<file path="config.mk">
export PLATFORM = sky130hd
export DESIGN_NAME = nncc_front
export DESIGN_NICKNAME = d
export VERILOG_FILES = /design/src/hw/rtl/nncc_pkg.sv /design/src/hw/rtl/nncc_front.sv
export SDC_FILE = /design/constraint.sdc
export NUM_CORES = 2
export LEC_CHECK = 0
export BUFFER_PORTS_ARGS = -buffer_cell sky130_fd_sc_hd__buf_2
export CORE_MARGIN = 1
export CORE_UTILIZATION = 57
export DETAILED_ROUTE_END_ITERATION = 16
export PLACE_DENSITY_LB_ADDON = 0.05
export SETUP_SLACK_MARGIN = 0.15
export SYNTH_ARGS = -nofsm -noshare
export SYNTH_HDL_FRONTEND = slang
export SYNTH_SLANG_ARGS = --single-unit
export TNS_END_PERCENT = 100
</file>
<file path="constraint.sdc">
create_clock -name clock -period 3.25 [get_ports clock]
set_input_delay 0 -clock clock [delete_from_list [all_inputs] [get_ports clock]]
set_output_delay 0 -clock clock [all_outputs]
set_load 0.02 [all_outputs]
</file>
<file path="src/hw/rtl/nncc_pkg.sv">
package nncc_pkg;

   // default geometry and store size
   localparam int PatchWDefault      = 15;
   localparam int PatchHDefault      = 15;
   localparam int MaxExamplesDefault = 256;

   // pixel count field of a queued command, wide enough for a 32x32 patch
   localparam int CountW = 11;

   // register reset values
   localparam logic [8:0] CapacityReset = 9'd200;
   localparam logic [7:0] FixedReset    = 8'd50;

   // one in Q1.16
   localparam logic [16:0] OneQ16 = 17'h10000;

   typedef enum logic [1:0] {
      REQ_ADD_POS  = 2'd0,
      REQ_ADD_NEG  = 2'd1,
      REQ_CLASSIFY = 2'd2,
      REQ_CLEAR    = 2'd3
   } req_kind_type;

   typedef enum logic [0:0] {
      CSR_CAPACITY = 1'b0,
      CSR_FIXED    = 1'b1
   } csr_index_type;

   typedef enum logic {
      MATH_SQRT = 1'b0,
      MATH_DIV  = 1'b1
   } math_op_type;

   typedef enum logic [3:0] {
      BK_IDLE,
      BK_ADDR,
      BK_COPY,
      BK_SCAN,
      BK_ACC,
      BK_MUL,
      BK_SQRT,
      BK_DIV,
      BK_NEXT,
      BK_CONF,
      BK_CDIV,
      BK_RESULT
   } back_state_type;

   typedef struct packed {
      logic [1:0]        req_type;
      logic signed [7:0] pixel;
      logic              last_pixel;
   } req_word_type;

   typedef struct packed {
      logic [15:0] confidence;
      logic [8:0]  positive_count;
      logic [8:0]  negative_count;
   } rsp_word_type;

   typedef struct packed {
      req_kind_type      kind;
      logic [CountW-1:0] count;
   } cmd_word_type;

endpackage

</file>
<file path="src/hw/rtl/nncc_front.sv">
module nncc_front #(
   parameter int Pix = 225
) (
   input  logic                    clock,
   input  logic                    reset,
   input  logic                    req_valid,
   output logic                    req_stall,
   input  nncc_pkg::req_word_type  req_data,
   output logic                    push_valid,
   output nncc_pkg::cmd_word_type  push_data,
   input  logic                    queue_full,
   input  logic                    release_in,
   input  logic [$clog2(Pix)-1:0]  q_addr,
   output logic signed [7:0]       q_data
);
   import nncc_pkg::*;

   localparam int PixW = $clog2(Pix + 1);
   localparam int QiW  = $clog2(Pix);

   logic signed [7:0] qmem [Pix];
   logic [PixW-1:0]   cnt_ff, cnt_in;
   logic              busy_ff, busy_in;
   logic              accept;
   logic              in_range;

   // pixel collection; a patch is held until the back end is done with it
   always_comb begin
      accept     = req_valid && !req_stall;
      in_range   = (cnt_ff < PixW'(Pix));
      cnt_in     = cnt_ff;
      busy_in    = busy_ff;
      push_valid = accept && req_data.last_pixel;
      push_data.kind  = req_kind_type'(req_data.req_type);
      push_data.count = in_range ? CountW'(cnt_ff + 1'b1) : CountW'(cnt_ff);
      if (accept) begin
         if (req_data.last_pixel) begin
            cnt_in  = '0;
            busy_in = 1'b1;
         end else if (in_range) begin
            cnt_in = cnt_ff + 1'b1;
         end
      end else if (release_in) begin
         busy_in = 1'b0;
      end
   end

   always_ff @(posedge clock) begin
      if (reset) begin
         cnt_ff  <= '0;
         busy_ff <= 1'b0;
      end else begin
         cnt_ff  <= cnt_in;
         busy_ff <= busy_in;
      end
   end

   // query patch buffer
   always_ff @(posedge clock) begin
      if (accept && in_range) qmem[QiW'(cnt_ff)] <= req_data.pixel;
      q_data <= qmem[q_addr];
   end

   assign req_stall = busy_ff || queue_full;

endmodule

</file>
# Word-level counts from Yosys, hierarchy flattened
# Memory sizes are Yosys's and may differ from the RTL's. A register that Yosys moved wholly into a read port is not among the register bits.
# Cells that the tools add are included.
[word_totals] ff_bits=9 latch_bits=0 mem_bits_rw=1800 mem_bits_ro=0 inputBits=24 out_inout_bits=23 elab_cells=24 n_memories=1
[classes] add_sub_neg=2 mul=0 div_mod_pow=0 magnitude_cmp=1 n_eq_ne=1 shifts=0 mux=8 bitwise=0 reduce_logical=9
[memory_table] memory="qmem" depth=225 width=8 rd=1 rd_clocked_by_memory_dff=1 wr=1 line_no="nncc_front.sv:21" rtl="logic signed [7:0] qmem [Pix];"
[op_table] op="2-to-1 mux 8 bit" n=2
[op_table] op="adder 8 x 1 -> 9 bit (second input constant)" n=1
[op_table] op="2-to-1 mux 9 bit" n=1
[op_table] op="adder 8 x 1 -> 8 bit (second input constant)" n=1
[op_table] op="less-than comparator 8 bit (second input constant)" n=1
[op_table] op="2-to-1 mux 1 bit" n=5
[op_table] op="AND reduction 2 bit" n=2
[op_table] op="nonzero test 2 bit" n=2
[op_table] op="logical AND 1 bit" n=3
[op_table] op="!= test 2 bit (second input constant)" n=1
[op_table] op="logical NOT 1 bit" n=1
[op_table] op="logical OR 1 bit" n=1

# Longest topological paths before layout
[logic_depth] depth_word=6 mapped_depth=12 depth_no_buf=8

# Worst setup path before layout
# OpenSTA, ideal clock, no wires.
[synth_timing] path_type="reg-to-reg" start="reg cnt_ff[0]" end="mem qmem[224][0] (enable)" setup_ns=0.398 t_arrival_ns=2.635 required_ns=2.852 slack_ns=0.217 stages_incl_launch_ff=8 n_path_buf=0 synth_period_minus_slack_ns=3.033 cell_sequence="dfxtp_1 > inv_1 > ha_1 > nor4b_1 > o21ai_1 > nor3_1 > nand2_1 > nor4b_1"
[synth_between] elab_chain_len=4
[synth_lines] item="start: declaration" line_no="nncc_front.sv:22" rtl="logic [PixW-1:0] cnt_ff, cnt_in;"
[synth_lines] item="start signal: assignment" line_no="nncc_front.sv:53" rtl="cnt_ff <= cnt_in;"
[synth_lines] item="less-than comparator 8 bit" line_no="nncc_front.sv:30" rtl="in_range = (cnt_ff < PixW'(Pix));"
[synth_lines] item="logical AND 1 bit" line_no="nncc_front.sv:60" rtl="if (accept && in_range) qmem[QiW'(cnt_ff)] <= req_data.pixel;"
[synth_lines] item="2-to-1 mux 1 bit" line_no="nncc_front.sv:60"
[synth_lines] item="2-to-1 mux 1 bit (implied by the code)" line_no="nncc_front.sv:60"
[synth_lines] item="end: declaration" line_no="nncc_front.sv:21"
# Several ways; a longest one is shown, not always the timed one.

# Final worst setup path
[layout_timing] start="reg busy_ff" end="mem qmem[172][2] (enable)"
[layout_between] elab_chain_len=6
[layout_lines] item="start: declaration" line_no="nncc_front.sv:23" rtl="logic busy_ff, busy_in;"
[layout_lines] item="start signal: assignment" line_no="nncc_front.sv:54" rtl="busy_ff <= busy_in;"
[layout_lines] item="logical OR 1 bit" line_no="nncc_front.sv:64" rtl="assign req_stall = busy_ff || queue_full;"
[layout_lines] item="logical NOT 1 bit" line_no="nncc_front.sv:29" rtl="accept = req_valid && !req_stall;"
[layout_lines] item="logical AND 1 bit" line_no="nncc_front.sv:29"
[layout_lines] item="logical AND 1 bit" line_no="nncc_front.sv:60"
[layout_lines] item="2-to-1 mux 1 bit" line_no="nncc_front.sv:60"
[layout_lines] item="2-to-1 mux 1 bit (implied by the code)" line_no="nncc_front.sv:60"
# Every way passes these cells.

==> metrics.md <==
| Metric | Value |
|---|---|
| Placed inst area | `approximately 75,000 um2` |
| Synthesis-stage register bit count | `around 1,800` |
| Global-route wire length before repair | `between 200 and 300 mm` |
| Layout area overhead | `14.6%` |
| Post-synth EDFFs | `roughly 1,800` |
| Power, Total | `around 48,000 uW` |
| Gr usage total | `0.288` |
| Root Driver | `clkbuf_16` |
| Num rows | `128` |
| Worst Setup Start Kind | `register` |
| Io pins | `47` |
| Fin nets | `3,777` |
| RSZ-0062 raised after global routing | `yes` |
| TritonCTS clock tree | `yes` |
| Post-Route WL | `~180 mm` |
| Critical path endpoint category | `register` |
| Initial Utilization | `0.578` |
| Max-Cap Viols | `0` |
| Final Skew | `around 23 ps` |
| Distinct cell type count after synthesis | `60` |
| Post-DP HPWL | `around 110 mm` |
| CP Class | `reg2reg` |
| Antenna diodes | `0` |
| H-tree depth | `4` |
| Hold Fails Final Rpt | `0` |
| Routability cong. | `0.882` |
| Peak VDD IR | `roughly 0.58 mV` |
| Post-synthesis sequential area ratio | `0.768` |
| Yosys warns | `0` |
| Top post-synthesis cells by area | `edfxtp_1 (76%), mux4_2 (14%), mux2i_1 (2.2%)` |
| Count leader, synth | `edfxtp_1` |
| Layout cells sized above 1 | `0.297` |
| Worst Tran Pin Value | `between 1000 and 1500 ps` |
| Pre-CTS setup slack | `-188 ps` |
| Worst-path fanout max | `8` |
| Post-Syn Instances | `approximately 3,300` |
| Initial antenna violation count | `3` |
| Die Area | `between 100,000 and 150,000 um2` |
| Post-synthesis async set-or-reset flop share | `0` |
| DR vias | `35,768` |
| Most frequent cells after synthesis | `edfxtp_1 (1,800), mux4_2 (426), nor2_1 (241)` |
| Ys flop type | `edfxtp_1` |
| Worst setup margin | `roughly 110 ps` |
| Worst-skew pair later-pin latency | `between 800 and 900 ps` |
| Port Buffers | `39` |
| Die width | `355 um` |
| Setup TNS | `0 ps` |
| Cell Pwr Density | `roughly 600 nW/um2` |
| Pleak | `0.0261 uW` |
| Worst-path clk slew | `60 ps` |
| Setup Viol. Count Final | `0` |
| Die H | `355 um` |
| Min Tclk post-route | `3140 ps` |
| Clk buf depth | `3` |
| Max Slew Vio Count | `0` |
| WL/cell | `between 30 and 40 um` |
| Top cell type by total area after synthesis | `edfxtp_1` |
| WP data required | `approximately 3700 ps` |
| Yosys top cell area share | `0.763` |
| Design area | `81,200 um2` |
| Slew headroom | `0.210` |
| Vias in the first global route | `about 36,000` |
| Mapped Area | `70,800 um2` |
| DRT Pass-1 Iters | `6` |
| Worst EP arrival | `between 3000 and 4000 ps` |
| CTS Sinks | `1,817` |
| Pin count of the biggest net entering global routing | `between 100 and 150` |
| Outcome | `finished, final reports clean` |
| Tcrit/Tclk final | `0.965` |
| DRT antenna net count | `0` |
| 1st-iter DRT viols | `4,651` |
| Core Footprint | `around 120,000 um2` |
| Detail-routed via count per cell | `6.48` |
| # DRC | `0` |
| CTS Buf Count | `180` |
| FMAX | `319 MHz` |
| # Post-CTS Setup Buffers | `0` |
| Grt ovf | `0` |
| Worst hold path class | `in2out` |
| Synthesized area per cell | `between 20 and 25 um2` |
==> placed cells by master (no fill, tap or decap), types with 22 or more instances in the layout <==
cell and count:
nand2_1 93, nor2_1 215, dlygate4sd3_1 22, o221ai_1 83
mux4_2 426, buf_2 28, clkbuf_1 38, buf_12 38
clkbuf_16 186, nor3_1 46, mux2i_1 156, a21oi_1 43
clkinv_2 38, o22ai_1 35, buf_4 332, edfxtp_1 1800
nor2_2 26, clkinv_1 29
==> power by group <==
part / total, uW / switching [uW] / internal (uW)
logic: 2420 / 1510 / 914
clock network: 20300 / 8500 / 11800
registers: 25800 / 27.1 / 25800
==> registers in the layout (all words and copies together), names as in the netlist <==
| signal | count |
|---|---|
| qmem | 1800 |
| cnt_ff | 8 |
| busy_ff | 1 |
| q_data | 8 |
==> cell type report <==
type / count / area, um2
Clock buffer: 231 / 4890
Clock inverter: 93 / 846
Fill cell: 7961 / 41300
Inverter: 11 / 43.8
Multi-Input combinational cell: 1309 / 15300
Sequential cell: 1817 / 54400
Tap cell: 1625 / 2030
Timing Repair Buffer: 430 / 3730
==> worst max-delay path, cell delays in order (launching register included) <==
cell,delay [ps]
dfxtp_1,320
nor3b_1,440
dlygate4sd3_1,660
and2_1,190
and3_1,210
nand2_1,100
buf_4,230
nor2_1,620
==> routing by layer <==
layer	track usage	routed length, um	vias up
met5	0	13	-
met4	0.102	5980	2
met3	0.0462	14200	319
met2	0.459	86700	1742
met1	0.409	69900	18927
li1	-	-	14778
==> stage by stage <==
stage	hold slack, ps	instances	utilization
floorplan	98.9	3346	-
global placement	0.149	5170	0.613
detailed placement	0.149	5170	0.613
CTS	0.149	5515	0.662
global route	0.148	5516	0.663
finish	0.0594	5516	0.663
==> what timing repair did <==
action | CTS | global route
hold buffers | 21 | 1
endpoints found under the setup margin | 171 | 1098
gates resized for setup | 14 | 18
pin swaps | 0 | 0
hold endpoints to repair | 792 | 2
==> kinds of logic after synthesis <==
family,synth area share
flops,0.768
xor+xnor,0.000866
buf+inv,0.0182
mux,0.159
compound gates,0.0265
other cells,0.0000529
fa+ha+maj,0.000707
simple gates,0.0270
==> worst paths after layout <==
check	from	end	slack [ps]	cells after the start
worst min-delay path	req_data[10]	push_data[12]	0.06	0
worst min register to register	cnt_ff[6]$_SDFFE_PP0P_	cnt_ff[6]$_SDFFE_PP0P_	600	2
worst max-delay path	busy_ff$_SDFFE_PP0P_	qmem[172][2]$_DFFE_PP_	110	7
worst max register to register	busy_ff$_SDFFE_PP0P_	qmem[172][2]$_DFFE_PP_	110	7
No activity file was read; power rests on OpenSTA's default activity.
