File: src/hw/rtl/nncc_pkg.sv
package nncc_pkg;

   // default geometry and store size
   localparam int PatchWDefault      = 15;
   localparam int PatchHDefault      = 15;
   localparam int MaxExamplesDefault = 256;

   // pixel count field of a queued command, wide enough for a 32x32 patch
   localparam int CountW = 11;

   // register reset values
   localparam logic [8:0] CapacityReset = 9'd200;
   localparam logic [7:0] FixedReset    = 8'd50;

   // one in Q1.16
   localparam logic [16:0] OneQ16 = 17'h10000;

   typedef enum logic [1:0] {
      REQ_ADD_POS  = 2'd0,
      REQ_ADD_NEG  = 2'd1,
      REQ_CLASSIFY = 2'd2,
      REQ_CLEAR    = 2'd3
   } req_kind_type;

   typedef enum logic [0:0] {
      CSR_CAPACITY = 1'b0,
      CSR_FIXED    = 1'b1
   } csr_index_type;

   typedef enum logic {
      MATH_SQRT = 1'b0,
      MATH_DIV  = 1'b1
   } math_op_type;

   typedef enum logic [3:0] {
      BK_IDLE,
      BK_ADDR,
      BK_COPY,
      BK_SCAN,
      BK_ACC,
      BK_MUL,
      BK_SQRT,
      BK_DIV,
      BK_NEXT,
      BK_CONF,
      BK_CDIV,
      BK_RESULT
   } back_state_type;

   typedef struct packed {
      logic [1:0]        req_type;
      logic signed [7:0] pixel;
      logic              last_pixel;
   } req_word_type;

   typedef struct packed {
      logic [15:0] confidence;
      logic [8:0]  positive_count;
      logic [8:0]  negative_count;
   } rsp_word_type;

   typedef struct packed {
      req_kind_type      kind;
      logic [CountW-1:0] count;
   } cmd_word_type;

endpackage

File: src/hw/rtl/nncc_cmd_queue.sv
module nncc_cmd_queue (
   input  logic                   clock,
   input  logic                   reset,
   input  logic                   push_valid,
   input  nncc_pkg::cmd_word_type push_data,
   output logic                   full,
   input  logic                   pop,
   output logic                   pop_valid,
   output nncc_pkg::cmd_word_type pop_data
);
   import nncc_pkg::*;

   localparam int Depth = 2;
   localparam int PtrW  = $clog2(Depth);

   cmd_word_type          entry_ff [Depth];
   logic [PtrW-1:0]       wptr_ff, wptr_in;
   logic [PtrW-1:0]       rptr_ff, rptr_in;
   logic [PtrW:0]         fill_ff, fill_in;
   logic                  do_push, do_pop;

   // pointer and fill bookkeeping
   always_comb begin
      do_push = push_valid && !full;
      do_pop  = pop && pop_valid;
      wptr_in = do_push ? wptr_ff + 1'b1 : wptr_ff;
      rptr_in = do_pop ? rptr_ff + 1'b1 : rptr_ff;
      fill_in = fill_ff + (do_push ? 1'b1 : 1'b0) - (do_pop ? 1'b1 : 1'b0);
   end

   always_ff @(posedge clock) begin
      if (reset) begin
         wptr_ff <= '0;
         rptr_ff <= '0;
         fill_ff <= '0;
      end else begin
         wptr_ff <= wptr_in;
         rptr_ff <= rptr_in;
         fill_ff <= fill_in;
      end
   end

   // entry storage
   always_ff @(posedge clock) begin
      if (do_push) entry_ff[wptr_ff] <= push_data;
   end

   assign full      = (fill_ff == (PtrW+1)'(Depth));
   assign pop_valid = (fill_ff != '0);
   assign pop_data  = entry_ff[rptr_ff];

endmodule

File: config.mk
export PLATFORM = sky130hd
export DESIGN_NAME = nncc_cmd_queue
export DESIGN_NICKNAME = d
export VERILOG_FILES = /design/src/hw/rtl/nncc_pkg.sv /design/src/hw/rtl/nncc_cmd_queue.sv
export SDC_FILE = /design/constraint.sdc
export NUM_CORES = 1
export LEC_CHECK = 0
export ABC_CLOCK_PERIOD_IN_PS = 1700
export BUFFER_PORTS_ARGS = -buffer_cell sky130_fd_sc_hd__buf_2
export CAP_MARGIN = 40
export CORE_UTILIZATION = 50
export DETAILED_ROUTE_END_ITERATION = 6
export PLACE_DENSITY = 0.77
export SLEW_MARGIN = 10
export SYNTH_ARGS = -nofsm -noshare
export SYNTH_HDL_FRONTEND = slang
export SYNTH_SLANG_ARGS = --single-unit
File: constraint.sdc
create_clock -name clock -period 1.7 [get_ports clock]
set_input_delay 0.17 -clock clock [delete_from_list [all_inputs] [get_ports clock]]
set_output_delay 0.17 -clock clock [all_outputs]
set_load 0.02 [all_outputs]
======== Word level (Yosys, flattened, before mapping) ========
Memory sizes are Yosys's and may differ from the RTL's. A register that Yosys moved wholly into a read port is not among the register bits.
Cells that the tools add are included.
W data, S select, Z words.
operators by class
  $add $sub $neg .......................... 4
  equality and inequality tests ........... 1
  mux-type cells .......................... 6
  reductions and logical operators ........ 4
operators with widths
  kind                   count
  $mux W1                6
  $add A1 B1 Y1 const B  2
  $add A2 B1 Y2          1
  $eq A2 B2 Y1 const B   1
  $logic_and A1 B1 Y1    2
  $reduce_bool A2 Y1     1
  $sub A2 B1 Y2          1
  $logic_not A1 Y1       1
word-level totals
  bits in registers ....................... 4
  output and inout bits ................... 15
  memories ................................ 1
  input port bits ......................... 17
  bits in writable memories ............... 26
  logic and storage cells ................. 19
memories
  name      depth  width  read ports  clocked after memory_dff  write ports  RTL line              text
  entry_ff  2      13     1           1                         1            nncc_cmd_queue.sv:16  cmd_word_type entry_ff [Depth];

======== Depth between registers and ports, before layout ========
Gate-level depths: netlist of the first run.
  word-level depth ........................ 6
  mapped depth ............................ 8
  gate-level depth less buffers ........... 8

======== Worst setup path before layout of the first run ========
OpenSTA, ideal clock, no wires.
  kind .................................... register to register
  start ................................... register fill_ff[0]
  end ..................................... memory entry_ff[0][0] (netlist name) (enable)
  setup time .............................. 0.349 ns
  arrival ................................. 1.149 ns
  buffers on the path ..................... 0
  cell stages (with the launch flop) ...... 5
  data required time ...................... 1.351 ns
  clock period less this slack ............ 1.498 ns
  path slack .............................. 0.202 ns
  cells stage by stage .................... dfxtp_1 > nand2b_2 > inv_2 > or3_1 > inv_1
between the ends
  longest elaborated chain between the ends .. 5
ends and longest elaborated chain
  element                        RTL line              text
  start, declared                nncc_cmd_queue.sv:19  logic [PtrW:0] fill_ff, fill_in;
  start signal, assigned         nncc_cmd_queue.sv:39  fill_ff <= fill_in;
  $eq A2 B2 Y1                   nncc_cmd_queue.sv:48  assign full = (fill_ff == (PtrW+1)'(Depth));
  net full                       nncc_cmd_queue.sv:6   output logic full,
  $logic_not A1 Y1               nncc_cmd_queue.sv:24  do_push = push_valid && !full;
  $logic_and A1 B1 Y1            nncc_cmd_queue.sv:24
  $mux W1                        nncc_cmd_queue.sv:45  if (do_push) entry_ff[wptr_ff] <= push_data;
  $mux W1 (implied by the code)  nncc_cmd_queue.sv:45
  end, declared                  nncc_cmd_queue.sv:16
The timed path passes the listed nets, and every way through them passes these cells.

======== Worst setup path in the final report of the first run ========
  start ................................... register fill_ff[0]
  end ..................................... register fill_ff[1]
between the ends
  longest elaborated chain between the ends .. 6
  elaborated cells on any way between the ends .. 9
  classes of those cells .................. add/sub (2); eq/ne (1); mux (2); reduce/logical (4)
ends and longest elaborated chain
  element              RTL line              text
  $eq A2 B2 Y1         nncc_cmd_queue.sv:48
  $logic_not A1 Y1     nncc_cmd_queue.sv:24
  $logic_and A1 B1 Y1  nncc_cmd_queue.sv:24
  $mux W1              nncc_cmd_queue.sv:28  fill_in = fill_ff + (do_push ? 1'b1 : 1'b0) - (do_pop ? 1'b1 : 1'b0);
  $add A2 B1 Y2        nncc_cmd_queue.sv:28
  $sub A2 B1 Y2 (*)    nncc_cmd_queue.sv:28
Mark *: on every way between the ends. The rest lies on a longest branch, timed or not.
A chain may end at the register's enable or synchronous reset.

==> metrics.log, run 1 <==
[metrics] routed wirelength normalized by instance count: 13.3 um
[metrics] Root Driver: sky130_fd_sc_hd__clkbuf_4
[metrics] initial core utilization: 0.529
[metrics] detailed-routed wire length on met3: 126 um
[metrics] count of max-cap constraint violations: 0
[metrics] number of instances in the synthesized netlist: 67
[metrics] number of setup buffers added after CTS: 0
[metrics] layout cells sized above 1: 0.481
[metrics] Core Util, Final: 0.665
[metrics] total number of vias: 673
[metrics] final wirelength: 1810 um
[metrics] data required time at the worst endpoint: 1.96 ns
[metrics] worst skew pair latency: 0.32 ns
[metrics] met2 wire length: 960 um
[metrics] maximum level of the CTS H-tree: 2
[metrics] path type of the worst setup path: register to register
[metrics] pin count of the biggest net entering global routing: 14
[metrics] CTS Hold Bufs: 0
[metrics] distinct cell type count after synthesis: 22
[metrics] routed via count divided by cell count: 4.95
[metrics] highest clock frequency the design can meet: 617 MHz
[metrics] post-route setup slack: 0.0799 ns
[metrics] metal1 wirelength: 702 um
[metrics] run status: finished clean
[metrics] number of inserted diodes: 0
[metrics] die span in y: 50.4 um
[metrics] worst clock skew on the final layout: 0.0143 ns
[metrics] RSZ-0062 raised after global routing: yes
[metrics] Critical Path Sink Type: register
[metrics] DP HPWL: 1300 um
[metrics] fill cell total of the finished layout: 163
[metrics] headroom to the max-slew limit: 0.789
[metrics] die area: 2540 sq um
[metrics] Finish-stage setup viols: 0
[metrics] number of global-route vias before repair: 636
[metrics] drt drc: 0
[metrics] most used cells in the layout excluding fill and tap cells: 31 x sky130_fd_sc_hd__buf_2, 26 x sky130_fd_sc_hd__edfxtp_1, 10 x sky130_fd_sc_hd__mux2_1
[metrics] most common library cell in the layout ignoring fill and taps: sky130_fd_sc_hd__buf_2
[metrics] wire length of the first global-routing pass: 2830 um
[metrics] floorplan row count: 17
[metrics] highest fanout seen on the critical path: 4
[metrics] GRT Total Usage: 0.169
[metrics] initial DRC count: 7
[metrics] slew of the pin with the lowest slew margin: 0.317 ns
[metrics] worst voltage drop across the vdd grid: 0.819 mV
[metrics] pwr dens: 1600 nW/um^2
[metrics] number of hold violations in the final report: 0
[metrics] setup tns final: 0 ns
[metrics] fraction of the cycle the final worst path needs: 0.953
[metrics] CTS tree: built
[metrics] top routing layer in use: met4
[metrics] Multi-input gate area: 274 sq um
[metrics] clock-pin slew on the worst setup and hold paths: 0.10 ns
[metrics] length of the first detailed-routing pass in iterations: 4
[metrics] shortest clock period the worst path allows after layout: 1.62 ns
[metrics] Sinks on Clock Net: 31
[metrics] Worst Hold Class: primary input to register
[metrics] number of nets at the end of the flow: 126
[metrics] CTS Buffer Depth: 2
[metrics] Core Footprint: 2210 sq um
[metrics] number of port buffers: 31
[metrics] IO Pins: 32
[metrics] initial antenna violation count: 0
[metrics] syn_area_per_cell: 17.5 sq um
[metrics] Routability Congestion: 0.711
[metrics] synthesis-to-layout area growth: 25.7%
[metrics] Final Slew Violations: 0
[metrics] number of storage elements in the synthesis netlist: 31
[metrics] standby leakage power: 0.000609 uW
[metrics] FF+latch area: 882 sq um
[metrics] worst path arrival time: 1.88 ns
[metrics] area of the mapped netlist: 1170 sq um
[metrics] smallest hold slack: 0.0329 ns
[metrics] CTS Buf Count: 5
[metrics] Antenna Violating Nets Remaining: 0
[metrics] worst slack after detailed placement: 0.0584 ns
[metrics] Startpoint Class: register
[metrics] warning count from the yosys run: 0
[metrics] overflow left after global routing: 0
[metrics] overall die width: 50.4 um
[metrics] share of synthesized area occupied by flip-flops and latches: 0.753
[metrics] nets in the synthesized netlist: 86
==> sequential cells by signal (all words and copies together) (netlist names), named ones only <==
register	flops
entry_ff	26
fill_ff	2
rptr_ff	1
wptr_ff	1
==> cell families (layout without fill, tap and decap cells) <==
group	after synthesis	after routing	share of synthesized area
buffers and inverters	5	46	0.0171
XOR/XNOR	2	2	0.0150
AND/OR/NAND/NOR	11	11	0.0524
flip-flops	31	31	0.753
adder cells (fa/ha/maj)	2	2	0.0214
AO/OA/AOI/OAI	3	3	0.0160
multiplexers	13	13	0.125
==> per-stage QoR <==
step | instances | instance area (sq um) | total power (uW)
after global placement | 128 | 1380 | 1750
after floorplan | 67 | 1170 | 1540
after CTS | 136 | 1460 | 2380
after global routing | 136 | 1470 | 2480
after detailed placement | 128 | 1380 | 1790
final | 136 | 1470 | 2360
==> routing by layer <==
| metal | vias up | track usage |
|---|---|---|
| met4 | 0 | 0.0972 |
| met2 | 26 | 0.280 |
| met3 | 2 | 0.0848 |
| met1 | 319 | 0.168 |
| met5 | - | 0 |
| li1 | 326 | - |
==> Yosys cell counts (all sizes together) <==
master	count	area (sq um)
nor3	1	5.00
o21a	1	8.76
nand2b	1	8.76
and2	1	6.26
and3	1	7.51
buf	1	5.00
xor2	1	8.76
edfxtp	26	781
or3	1	6.26
dfxtp	5	100
ha	2	25.0
nand2	1	3.75
inv	4	15.0
a21oi	1	5.00
o21ai	1	5.00
or2	1	6.26
xnor2	1	8.76
nor2b	1	6.26
mux2	13	146
nor2	3	11.3
==> final cells by class <==
cell class | count | area share
sequential | 31 | 0.600
multi-input combinational | 31 | 0.186
timing repair buffer | 34 | 0.121
clock buffer | 6 | 0.0349
clock inverter | 2 | 0.0238
tap | 28 | 0.0238
inverter | 4 | 0.0102
==> power breakdown <==
part           switching, uW  internal (uW)  total (uW)
Sequential              59.5            978        1040
Clock                    234            347         582
Combinational            427            309         736
Total                    720           1640        2360
==> what timing repair did <==
action	4_1_cts	5_1_grt
endpoints found under the setup margin	0	11
endpoints found under the hold margin	0	0
gates resized for setup	0	2
==> path summary, 6_finish.rpt <==
check,startpoint,endpoint,slack (ns),depth (start not counted)
max,fill_ff[0]$_SDFF_PP0_,fill_ff[1]$_SDFF_PP0_,0.08,8
min,push_data[1],entry_ff[1][1]$_DFFE_PP_,0.03,1
max reg2reg,fill_ff[0]$_SDFF_PP0_,fill_ff[1]$_SDFF_PP0_,0.08,8
min reg2reg,wptr_ff$_SDFFE_PP0P_,wptr_ff$_SDFFE_PP0P_,0.50,2
==> critical path, cell delays in order, from the launching register on <==
cell                       delay, ns
sky130_fd_sc_hd__dfxtp_1        0.38
sky130_fd_sc_hd__nand2b_2       0.16
sky130_fd_sc_hd__nand2_1        0.07
sky130_fd_sc_hd__ha_1           0.29
sky130_fd_sc_hd__inv_1          0.06
sky130_fd_sc_hd__ha_1           0.14
sky130_fd_sc_hd__xor2_1         0.21
sky130_fd_sc_hd__nor2_1         0.08
sky130_fd_sc_hd__nor3_2         0.17
Power figures use the tool's default switching activity.
==> inputs of run 2 (changes only) <==
--- a/config.mk
+++ b/config.mk
@@ -5,12 +5,13 @@
 export SDC_FILE = /design/constraint.sdc
 export NUM_CORES = 1
 export LEC_CHECK = 0
+export ABC_AREA = 1
 export ABC_CLOCK_PERIOD_IN_PS = 1700
 export BUFFER_PORTS_ARGS = -buffer_cell sky130_fd_sc_hd__buf_2
 export CAP_MARGIN = 40
 export CORE_UTILIZATION = 50
 export DETAILED_ROUTE_END_ITERATION = 6
-export PLACE_DENSITY = 0.77
+export PLACE_DENSITY = 0.76
 export SLEW_MARGIN = 10
 export SYNTH_ARGS = -nofsm -noshare
 export SYNTH_HDL_FRONTEND = slang
==> run 2 against run 1 <==
Against the previous run:
- cell area increased by 2.6%
- flip-flop and latch count unchanged
- die area increased by 4.7%
- global-route usage increased by 0.84 points
- first-iteration DRC count increased to 2.6 times the previous value
- power decreased by 5.6%
- clock power decreased by 26%
- synthesized area increased by 4.9%
- combinational power increased by 4.8%
- register-to-register slack improved by 0.03 ns
- critical path depth increased by 2
- synthesized cell count increased by 18%
- largest cell class unchanged
==> metrics.log, run 2 <==
[metrics] number of synthesized flops with an enable pin: 26 (unchanged)
[metrics] syn_area_per_cell: 15.5 sq um (-11%)
[metrics] distinct cell type count after synthesis: 11 (-50%)
[metrics] post-route setup slack: 0.112 ns (+0.0318 ns)
[metrics] leading register cell type out of synthesis: sky130_fd_sc_hd__edfxtp_1
[metrics] overflow left after global routing: 0 (unchanged)
[metrics] setup tns final: 0 ns (unchanged)
[metrics] pwr dens: 1470 nW/um^2 (-8.0%)
[metrics] Worst Hold Class: primary input to register
[metrics] drt drc: 0 (unchanged)
[metrics] number of inserted diodes: 0 (unchanged)
[metrics] share of synthesized area occupied by flip-flops and latches: 0.718 (-0.0353)
[metrics] biggest registers after layout: entry_ff (26), fill_ff (2)
[metrics] Core Footprint: 2250 sq um (+1.9%)
[metrics] initial DRC count: 18 (+11)
[metrics] Slowest cell on crit path: sky130_fd_sc_hd__dfxtp_1
[metrics] warning count from the yosys run: 0 (unchanged)
[metrics] final standard cell area without fillers: 1510 sq um (+2.6%)
[metrics] slew of the pin with the lowest slew margin: 0.225 ns (-0.0922 ns)
[metrics] RSZ-0062 raised after global routing: no
[metrics] routed wirelength normalized by instance count: 13.1 um (-1.4%)
[metrics] CTS Buffer Depth: 2 (unchanged)
[metrics] number of global-route vias before repair: 710 (+12%)
[metrics] most common library cell in the layout ignoring fill and taps: sky130_fd_sc_hd__buf_2
[metrics] standby leakage power: 0.000662 uW (+8.8%)
[metrics] Antenna Violating Nets Remaining: 0 (unchanged)
[metrics] data required time at the worst endpoint: 1.93 ns (-0.03 ns)
[metrics] CP peak stage delay: 0.37 ns (about the same)
[metrics] sequence of cells on the critical path: inv_1 -> nand2_1 -> nand2_1 -> ha_1 -> inv_1 -> ha_1 -> inv_1 -> nand2_1 -> a21oi_1 -> nor2_1
[metrics] path type of the worst setup path: register to register
[metrics] largest area contributor in the netlist: sky130_fd_sc_hd__edfxtp_1
[metrics] Root Driver: sky130_fd_sc_hd__clkbuf_4
[metrics] floorplan row count: 17 (unchanged)
[metrics] DP HPWL: 1460 um (+13%)
[metrics] most used cells in the layout excluding fill and tap cells: 31 x sky130_fd_sc_hd__buf_2, 26 x sky130_fd_sc_hd__edfxtp_1, 10 x sky130_fd_sc_hd__inv_1, 10 x sky130_fd_sc_hd__mux2_4, 9 x sky130_fd_sc_hd__nor2_1
[metrics] Finish-stage setup viols: 0 (unchanged)
[metrics] # resized after CTS: 0 (unchanged)
[metrics] area of the mapped netlist: 1230 sq um (+4.9%)
[metrics] pin count of the biggest net entering global routing: 14 (unchanged)
[metrics] Synth async-reset ratio: 0 (unchanged)
[metrics] synthesis-to-layout area growth: 22.9%
[metrics] worst clock skew on the final layout: 0.00864 ns (-0.00568 ns)
[metrics] top post-synthesis cells by count: 26 x sky130_fd_sc_hd__edfxtp_1, 10 x sky130_fd_sc_hd__inv_1, 10 x sky130_fd_sc_hd__mux2_4, 9 x sky130_fd_sc_hd__nor2_1, 8 x sky130_fd_sc_hd__nand2_1
[metrics] layout cells sized above 1: 0.443 (-0.0389)
[metrics] IO Pins: 32 (unchanged)
[metrics] highest clock frequency the design can meet: 630 MHz (+2.0%)
[metrics] initial antenna violation count: 0 (unchanged)
[metrics] headroom to the max-slew limit: 0.850 (+0.0615)
[metrics] fraction of the cycle the final worst path needs: 0.934 (-0.0187)
[metrics] number of hold violations in the final report: 0 (unchanged)
[metrics] run status: finished clean
[metrics] wire length of the first global-routing pass: 3080 um (+8.8%)
[metrics] die span in y: 51.5 um (+2.3%)
[metrics] number of storage elements in the synthesis netlist: 31 (unchanged)
[metrics] shortest clock period the worst path allows after layout: 1.59 ns (-0.0318 ns)
[metrics] total number of vias: 737 (+9.5%)
[metrics] Critical Path Sink Type: register
[metrics] number of setup buffers added after CTS: 0 (unchanged)
[metrics] instance area after placement: 1430 sq um (+3.7%)
[metrics] CTS Buf Count: 5 (unchanged)
[metrics] number of instances in the synthesized netlist: 79 (+18%)
[metrics] nets in the synthesized netlist: 98 (+14%)
[metrics] most numerous cell in the Yosys netlist: sky130_fd_sc_hd__edfxtp_1
[metrics] count of max-cap constraint violations: 0 (unchanged)
[metrics] maximum level of the CTS H-tree: 2 (unchanged)
[metrics] number of nets at the end of the flow: 140 (+11%)
[metrics] worst skew pair latency: 0.33 ns (about the same)
[metrics] leading post-synthesis cells by cell area: sky130_fd_sc_hd__edfxtp_1 64%, sky130_fd_sc_hd__mux2_4 12%, sky130_fd_sc_hd__dfxtp_1 8.2%
[metrics] register with the highest flop count: entry_ff
[metrics] routed via count divided by cell count: 4.91 (-0.71%)
[metrics] clock-pin slew on the worst setup and hold paths: 0.09 ns (about the same)
[metrics] worst voltage drop across the vdd grid: 0.937 mV (+14%)
[metrics] die area: 2660 sq um (+4.7%)
[metrics] share of the synthesized area in the top cell type: 0.636 (-0.0313)
[metrics] worst path arrival time: 1.82 ns (-0.06 ns)
[metrics] Routability Congestion: 0.608 (-14%)
[metrics] highest fanout seen on the critical path: 4 (unchanged)
[metrics] initial core utilization: 0.544 (+0.0155)
[metrics] CTS tree: built
[metrics] Final Slew Violations: 0 (unchanged)
[metrics] final wirelength: 1970 um (+8.7%)
[metrics] Sinks on Clock Net: 31 (unchanged)
[metrics] CTS Hold Bufs: 1 (+1)
[metrics] GRT Total Usage: 0.177 (+0.00844)
[metrics] overall die width: 51.5 um (+2.3%)
[metrics] number of port buffers: 31 (unchanged)
[metrics] Startpoint Class: register
[metrics] length of the first detailed-routing pass in iterations: 4 (unchanged)
[metrics] flip-flop count of the largest register, all copies and words added: 26 (unchanged)
[metrics] worst slack after detailed placement: 0.129 ns (+0.0703 ns)
==> run 2: changes by cell type after synthesis, sizes merged, moves of 3 or more <==
cell	change
nor2	+6
nand3	+3
nand2	+7
inv	+6
==> run 2: cells by family (layout without fill, tap and decap cells) <==
kind of cell	Yosys count	in the layout	synth area share
AOI/OAI and AO/OA	2	2	0.00816
adders and majority gates	2	2	0.0204
buffers and inverters	11	54	0.0398
DFF	31	31	0.718
muxes	13	13	0.150
and+or+nand+nor	20	20	0.0642
==> run 2: per-layer routing <==
layer / share of wire / up-vias / global-route usage
li1: - / 359 / -
met1: 0.36 / 343 / 0.179
met2: 0.54 / 28 / 0.310
met3: 0.068 / 7 / 0.0789
met4: 0.027 / 0 / 0.0811
met5: 0 / - / 0
==> run 2: final timing paths <==
path	start	cells after the start	end	slack [ns]
setup reg to reg	fill_ff[0]$_SDFF_PP0_	10	fill_ff[1]$_SDFF_PP0_	0.11
hold / removal	push_data[6]	1	entry_ff[1][6]$_DFFE_PP_	0.03
hold reg to reg	rptr_ff$_SDFFE_PP0P_	2	register	0.51
setup / recovery	fill_ff[0]$_SDFF_PP0_	10	fill_ff[1]$_SDFF_PP0_	0.11
==> run 2: per-stage QoR <==
stage	util	hold WS [ns]	total power (uW)	std cells
5_1_grt	0.669	0.00886	2370	150
4_1_cts	0.665	0.0127	2250	149
3_5_place_dp	0.634	0.348	1810	140
3_3_place_gp	0.634	0.340	1780	140
6_report	0.669	0.0304	2220	150
2_1_floorplan	-	0.241	1590	79
==> run 2: layout make-up <==
class	instances	area [sq um]
clock buffers	7	55.1
clock inverters	1	5.00
fillers	172	746
inverters	10	37.5
multi-input cells	37	298
flip-flops and latches	31	881
well taps	28	35.0
repair buffers	36	198
==> run 2: power by group <==
group | total (uW) | leakage (uW) | switching [uW] | internal (uW)
Sequential | 1020 | 0.000284 | 49.8 | 972
Clock | 432 | 0.0000353 | 232 | 200
Combinational | 771 | 0.000343 | 443 | 328
Total | 2220 | 0.000662 | 725 | 1500
==> run 2: critical path: cells and delay by family (launching register included) <==
family | cells | cell delay, ns
flip-flops | 1 | 0.37
AO/OA/AOI/OAI | 1 | 0.15
AND/OR/NAND/NOR | 4 | 0.34
adder cells (fa/ha/maj) | 2 | 0.48
buffers and inverters | 3 | 0.17
==> inputs of run 3 (changes only) <==
--- a/config.mk
+++ b/config.mk
@@ -12,7 +12,7 @@
 export CORE_UTILIZATION = 50
 export DETAILED_ROUTE_END_ITERATION = 6
 export PLACE_DENSITY = 0.76
-export SLEW_MARGIN = 10
+export SLEW_MARGIN = 0
 export SYNTH_ARGS = -nofsm -noshare
 export SYNTH_HDL_FRONTEND = slang
 export SYNTH_SLANG_ARGS = --single-unit
==> constraint.sdc (replaced) <==
create_clock -name clock -period 1.7 [get_ports clock]
set_input_delay 0.085 -clock clock [delete_from_list [all_inputs] [get_ports clock]]
set_output_delay 0.085 -clock clock [all_outputs]
set_load 0.02 [all_outputs]
==> run 3 against run 2 <==
Against the previous run:
- clock skew barely moved
- register-to-register slack hardly changed
- via count up 5.2%
- sequential share of layout area down 4.3 points
- largest power group unchanged
- non-clock buffer count increased by 12
- utilization is 5.3 points higher
- fmax down 0.13%
- clock power barely moved
- first-iteration DRC count decreased by 5.6%
- die area unchanged
- combinational power is 2.9% higher
==> metrics.log, run 3 (synthesis results as in run 2) <==
[metrics] most common library cell in the layout ignoring fill and taps: sky130_fd_sc_hd__buf_2
[metrics] routed wirelength normalized by instance count: 13.0 um (-0.87%)
[metrics] count of max-cap constraint violations: 0 (unchanged)
[metrics] worst slack after detailed placement: 0.129 ns (unchanged)
[metrics] worst clock skew on the final layout: 0.00859 ns (-0.0000513 ns)
[metrics] post-route setup slack: 0.110 ns (-0.00213 ns)
[metrics] Hold Path Stages: 3 (+2)
[metrics] highest clock frequency the design can meet: 629 MHz (-0.13%)
[metrics] CTS tree: built
[metrics] die span in y: 51.5 um (unchanged)
[metrics] wire length of the first global-routing pass: 3320 um (+7.8%)
[metrics] floorplan row count: 17 (unchanged)
[metrics] length of the first detailed-routing pass in iterations: 4 (unchanged)
[metrics] worst path arrival time: 1.82 ns (about the same)
[metrics] initial core utilization: 0.544 (unchanged)
[metrics] overflow left after global routing: 0 (unchanged)
[metrics] setup tns final: 0 ns (unchanged)
[metrics] FF+latch area: 881 sq um (unchanged)
[metrics] drt drc: 0 (unchanged)
[metrics] initial antenna violation count: 0 (unchanged)
[metrics] flip-flop count of the largest register, all copies and words added: 26 (unchanged)
[metrics] run status: finished clean
[metrics] die area: 2660 sq um (unchanged)
[metrics] number of port buffers: 31 (unchanged)
[metrics] total number of vias: 775 (+5.2%)
[metrics] fill cell total of the finished layout: 167 (-2.9%)
[metrics] initial DRC count: 17 (-1)
[metrics] number of inserted diodes: 0 (unchanged)
[metrics] overall die width: 51.5 um (unchanged)
[metrics] Routability Congestion: 0.608 (unchanged)
[metrics] Sinks on Clock Net: 31 (unchanged)
[metrics] Finish-stage setup viols: 0 (unchanged)
[metrics] most used cells in the layout excluding fill and tap cells: 31 x sky130_fd_sc_hd__buf_2, 26 x sky130_fd_sc_hd__edfxtp_1, 14 x sky130_fd_sc_hd__dlygate4sd3_1
[metrics] sequential share of power: 0.455 (-0.004)
[metrics] number of global-route vias before repair: 772 (+8.7%)
[metrics] RSZ-0062 raised after global routing: no
[metrics] pwr dens: 1380 nW/um^2 (-6.4%)
[metrics] CTS Buf Count: 5 (unchanged)
[metrics] number of hold violations in the final report: 0 (unchanged)
[metrics] reg2reg path depth: 10 (unchanged)
[metrics] Critical Path Sink Type: register
[metrics] biggest registers after layout: entry_ff (26), fill_ff (2)
[metrics] fraction of the cycle the final worst path needs: 0.936 (+0.00125)
[metrics] Root Driver: sky130_fd_sc_hd__clkbuf_4
[metrics] DP HPWL: 1460 um (unchanged)
[metrics] GRT Total Usage: 0.189 (+0.0125)
[metrics] clock share of power: 0.193 (about the same)
[metrics] # resized after CTS: 0 (unchanged)
[metrics] smallest hold slack: 0.0593 ns (+0.0289 ns)
[metrics] clock-pin slew on the worst setup and hold paths: 0.09 ns (about the same)
[metrics] worst voltage drop across the vdd grid: 0.948 mV (+1.2%)
[metrics] maximum level of the CTS H-tree: 2 (unchanged)
[metrics] highest fanout seen on the critical path: 4 (unchanged)
[metrics] Antenna Violating Nets Remaining: 0 (unchanged)
[metrics] headroom to the max-slew limit: 0.849 (about the same)
[metrics] CTS Buffer Depth: 2 (unchanged)
[metrics] synthesis-to-layout area growth: 32.7%
[metrics] register with the highest flop count: entry_ff
[metrics] routed via count divided by cell count: 4.78 (-2.6%)
[metrics] switch share: 0.325 (-0.000712)
[metrics] shortest clock period the worst path allows after layout: 1.59 ns (+0.00212 ns)
[metrics] Core Util, Final: 0.723 (+0.0533)
[metrics] IO Pins: 32 (unchanged)
[metrics] Multi-input gate area: 298 sq um (unchanged)
[metrics] data required time at the worst endpoint: 1.93 ns (about the same)
[metrics] part of the total power dissipated in combinational logic: 0.353 (+0.006)
[metrics] standby leakage power: 0.000712 uW (+7.6%)
[metrics] Startpoint Class: register
[metrics] pin count of the biggest net entering global routing: 14 (unchanged)
[metrics] switching pwr: 731 uW (+0.88%)
[metrics] number of nets at the end of the flow: 152 (+8.6%)
[metrics] Core Footprint: 2250 sq um (unchanged)
[metrics] internal portion of total power: 1520 uW (+1.2%)
[metrics] slew of the pin with the lowest slew margin: 0.226 ns (+0.00126 ns)
[metrics] path type of the worst setup path: register to register
[metrics] worst skew pair latency: 0.33 ns (about the same)
[metrics] Worst Hold Class: primary input to register
[metrics] Final Slew Violations: 0 (unchanged)
[metrics] final standard cell area without fillers: 1630 sq um (+8.0%)
[metrics] instance area after placement: 1430 sq um (unchanged)
[metrics] final wirelength: 2110 um (+7.1%)
[metrics] layout cells sized above 1: 0.403 (-0.0396)
run 3: cell types whose count changed in the layout (fill, tap and decap cells not counted):
cell                            delta
sky130_fd_sc_hd__dlygate4sd3_1    +12
run 3: path summary, 6_finish.rpt:
check / end / start / slack, ns
worst min-delay path: wptr_ff$_SDFFE_PP0P_ / push_valid / 0.06
worst max register to register: fill_ff[1]$_SDFF_PP0_ / fill_ff[0]$_SDFF_PP0_ / 0.11
worst max-delay path: fill_ff[1]$_SDFF_PP0_ / fill_ff[0]$_SDFF_PP0_ / 0.11
worst min register to register: register / rptr_ff$_SDFFE_PP0P_ / 0.51
run 3: metrics by stage:
| stage | power, uW | std cells |
|---|---|---|
| final | 2250 | 162 |
| after CTS | 2280 | 162 |
| after global placement | 1780 | 140 |
| after floorplan | 1590 | 79 |
| after detailed placement | 1810 | 140 |
| after global routing | 2390 | 162 |
run 3: power groups by stage:
stage,combinational (uW),clock (uW),sequential [uW]
2_1_floorplan,564,0,1030
3_3_place_gp,751,0,1030
3_5_place_dp,775,0,1040
4_1_cts,804,450,1020
5_1_grt,871,489,1030
6_report,793,434,1020
run 3: area by class of cell:
class | count | share of cell area
flip-flops and latches | 31 | 0.541
repair buffers | 48 | 0.195
multi-input cells | 37 | 0.183
clock buffers | 7 | 0.0338
inverters | 10 | 0.0230
well taps | 28 | 0.0215
clock inverters | 1 | 0.00307
run 3: timing repair:
item,CTS,global route
hold buffers,14,0
setup buffers,0,0
hold endpoints to repair,27,0
run 3: worst max-delay path, cell delays in order, from the launching register on:
cell                      delay (ns)
sky130_fd_sc_hd__dfxtp_1        0.37
sky130_fd_sc_hd__inv_1          0.06
sky130_fd_sc_hd__nand2_1        0.12
sky130_fd_sc_hd__nand2_1        0.09
sky130_fd_sc_hd__ha_1           0.29
sky130_fd_sc_hd__inv_1          0.04
sky130_fd_sc_hd__ha_1           0.19
sky130_fd_sc_hd__inv_1          0.07
sky130_fd_sc_hd__nand2_1        0.06
sky130_fd_sc_hd__a21oi_1        0.16
sky130_fd_sc_hd__nor2_1         0.07
run 3: per-layer routing:
layer,vias up,part of all wire,global-route usage
met5,-,0,0
met4,0,0.021,0.0811
met3,5,0.056,0.0789
met2,24,0.55,0.340
met1,364,0.38,0.190
li1,382,-,-
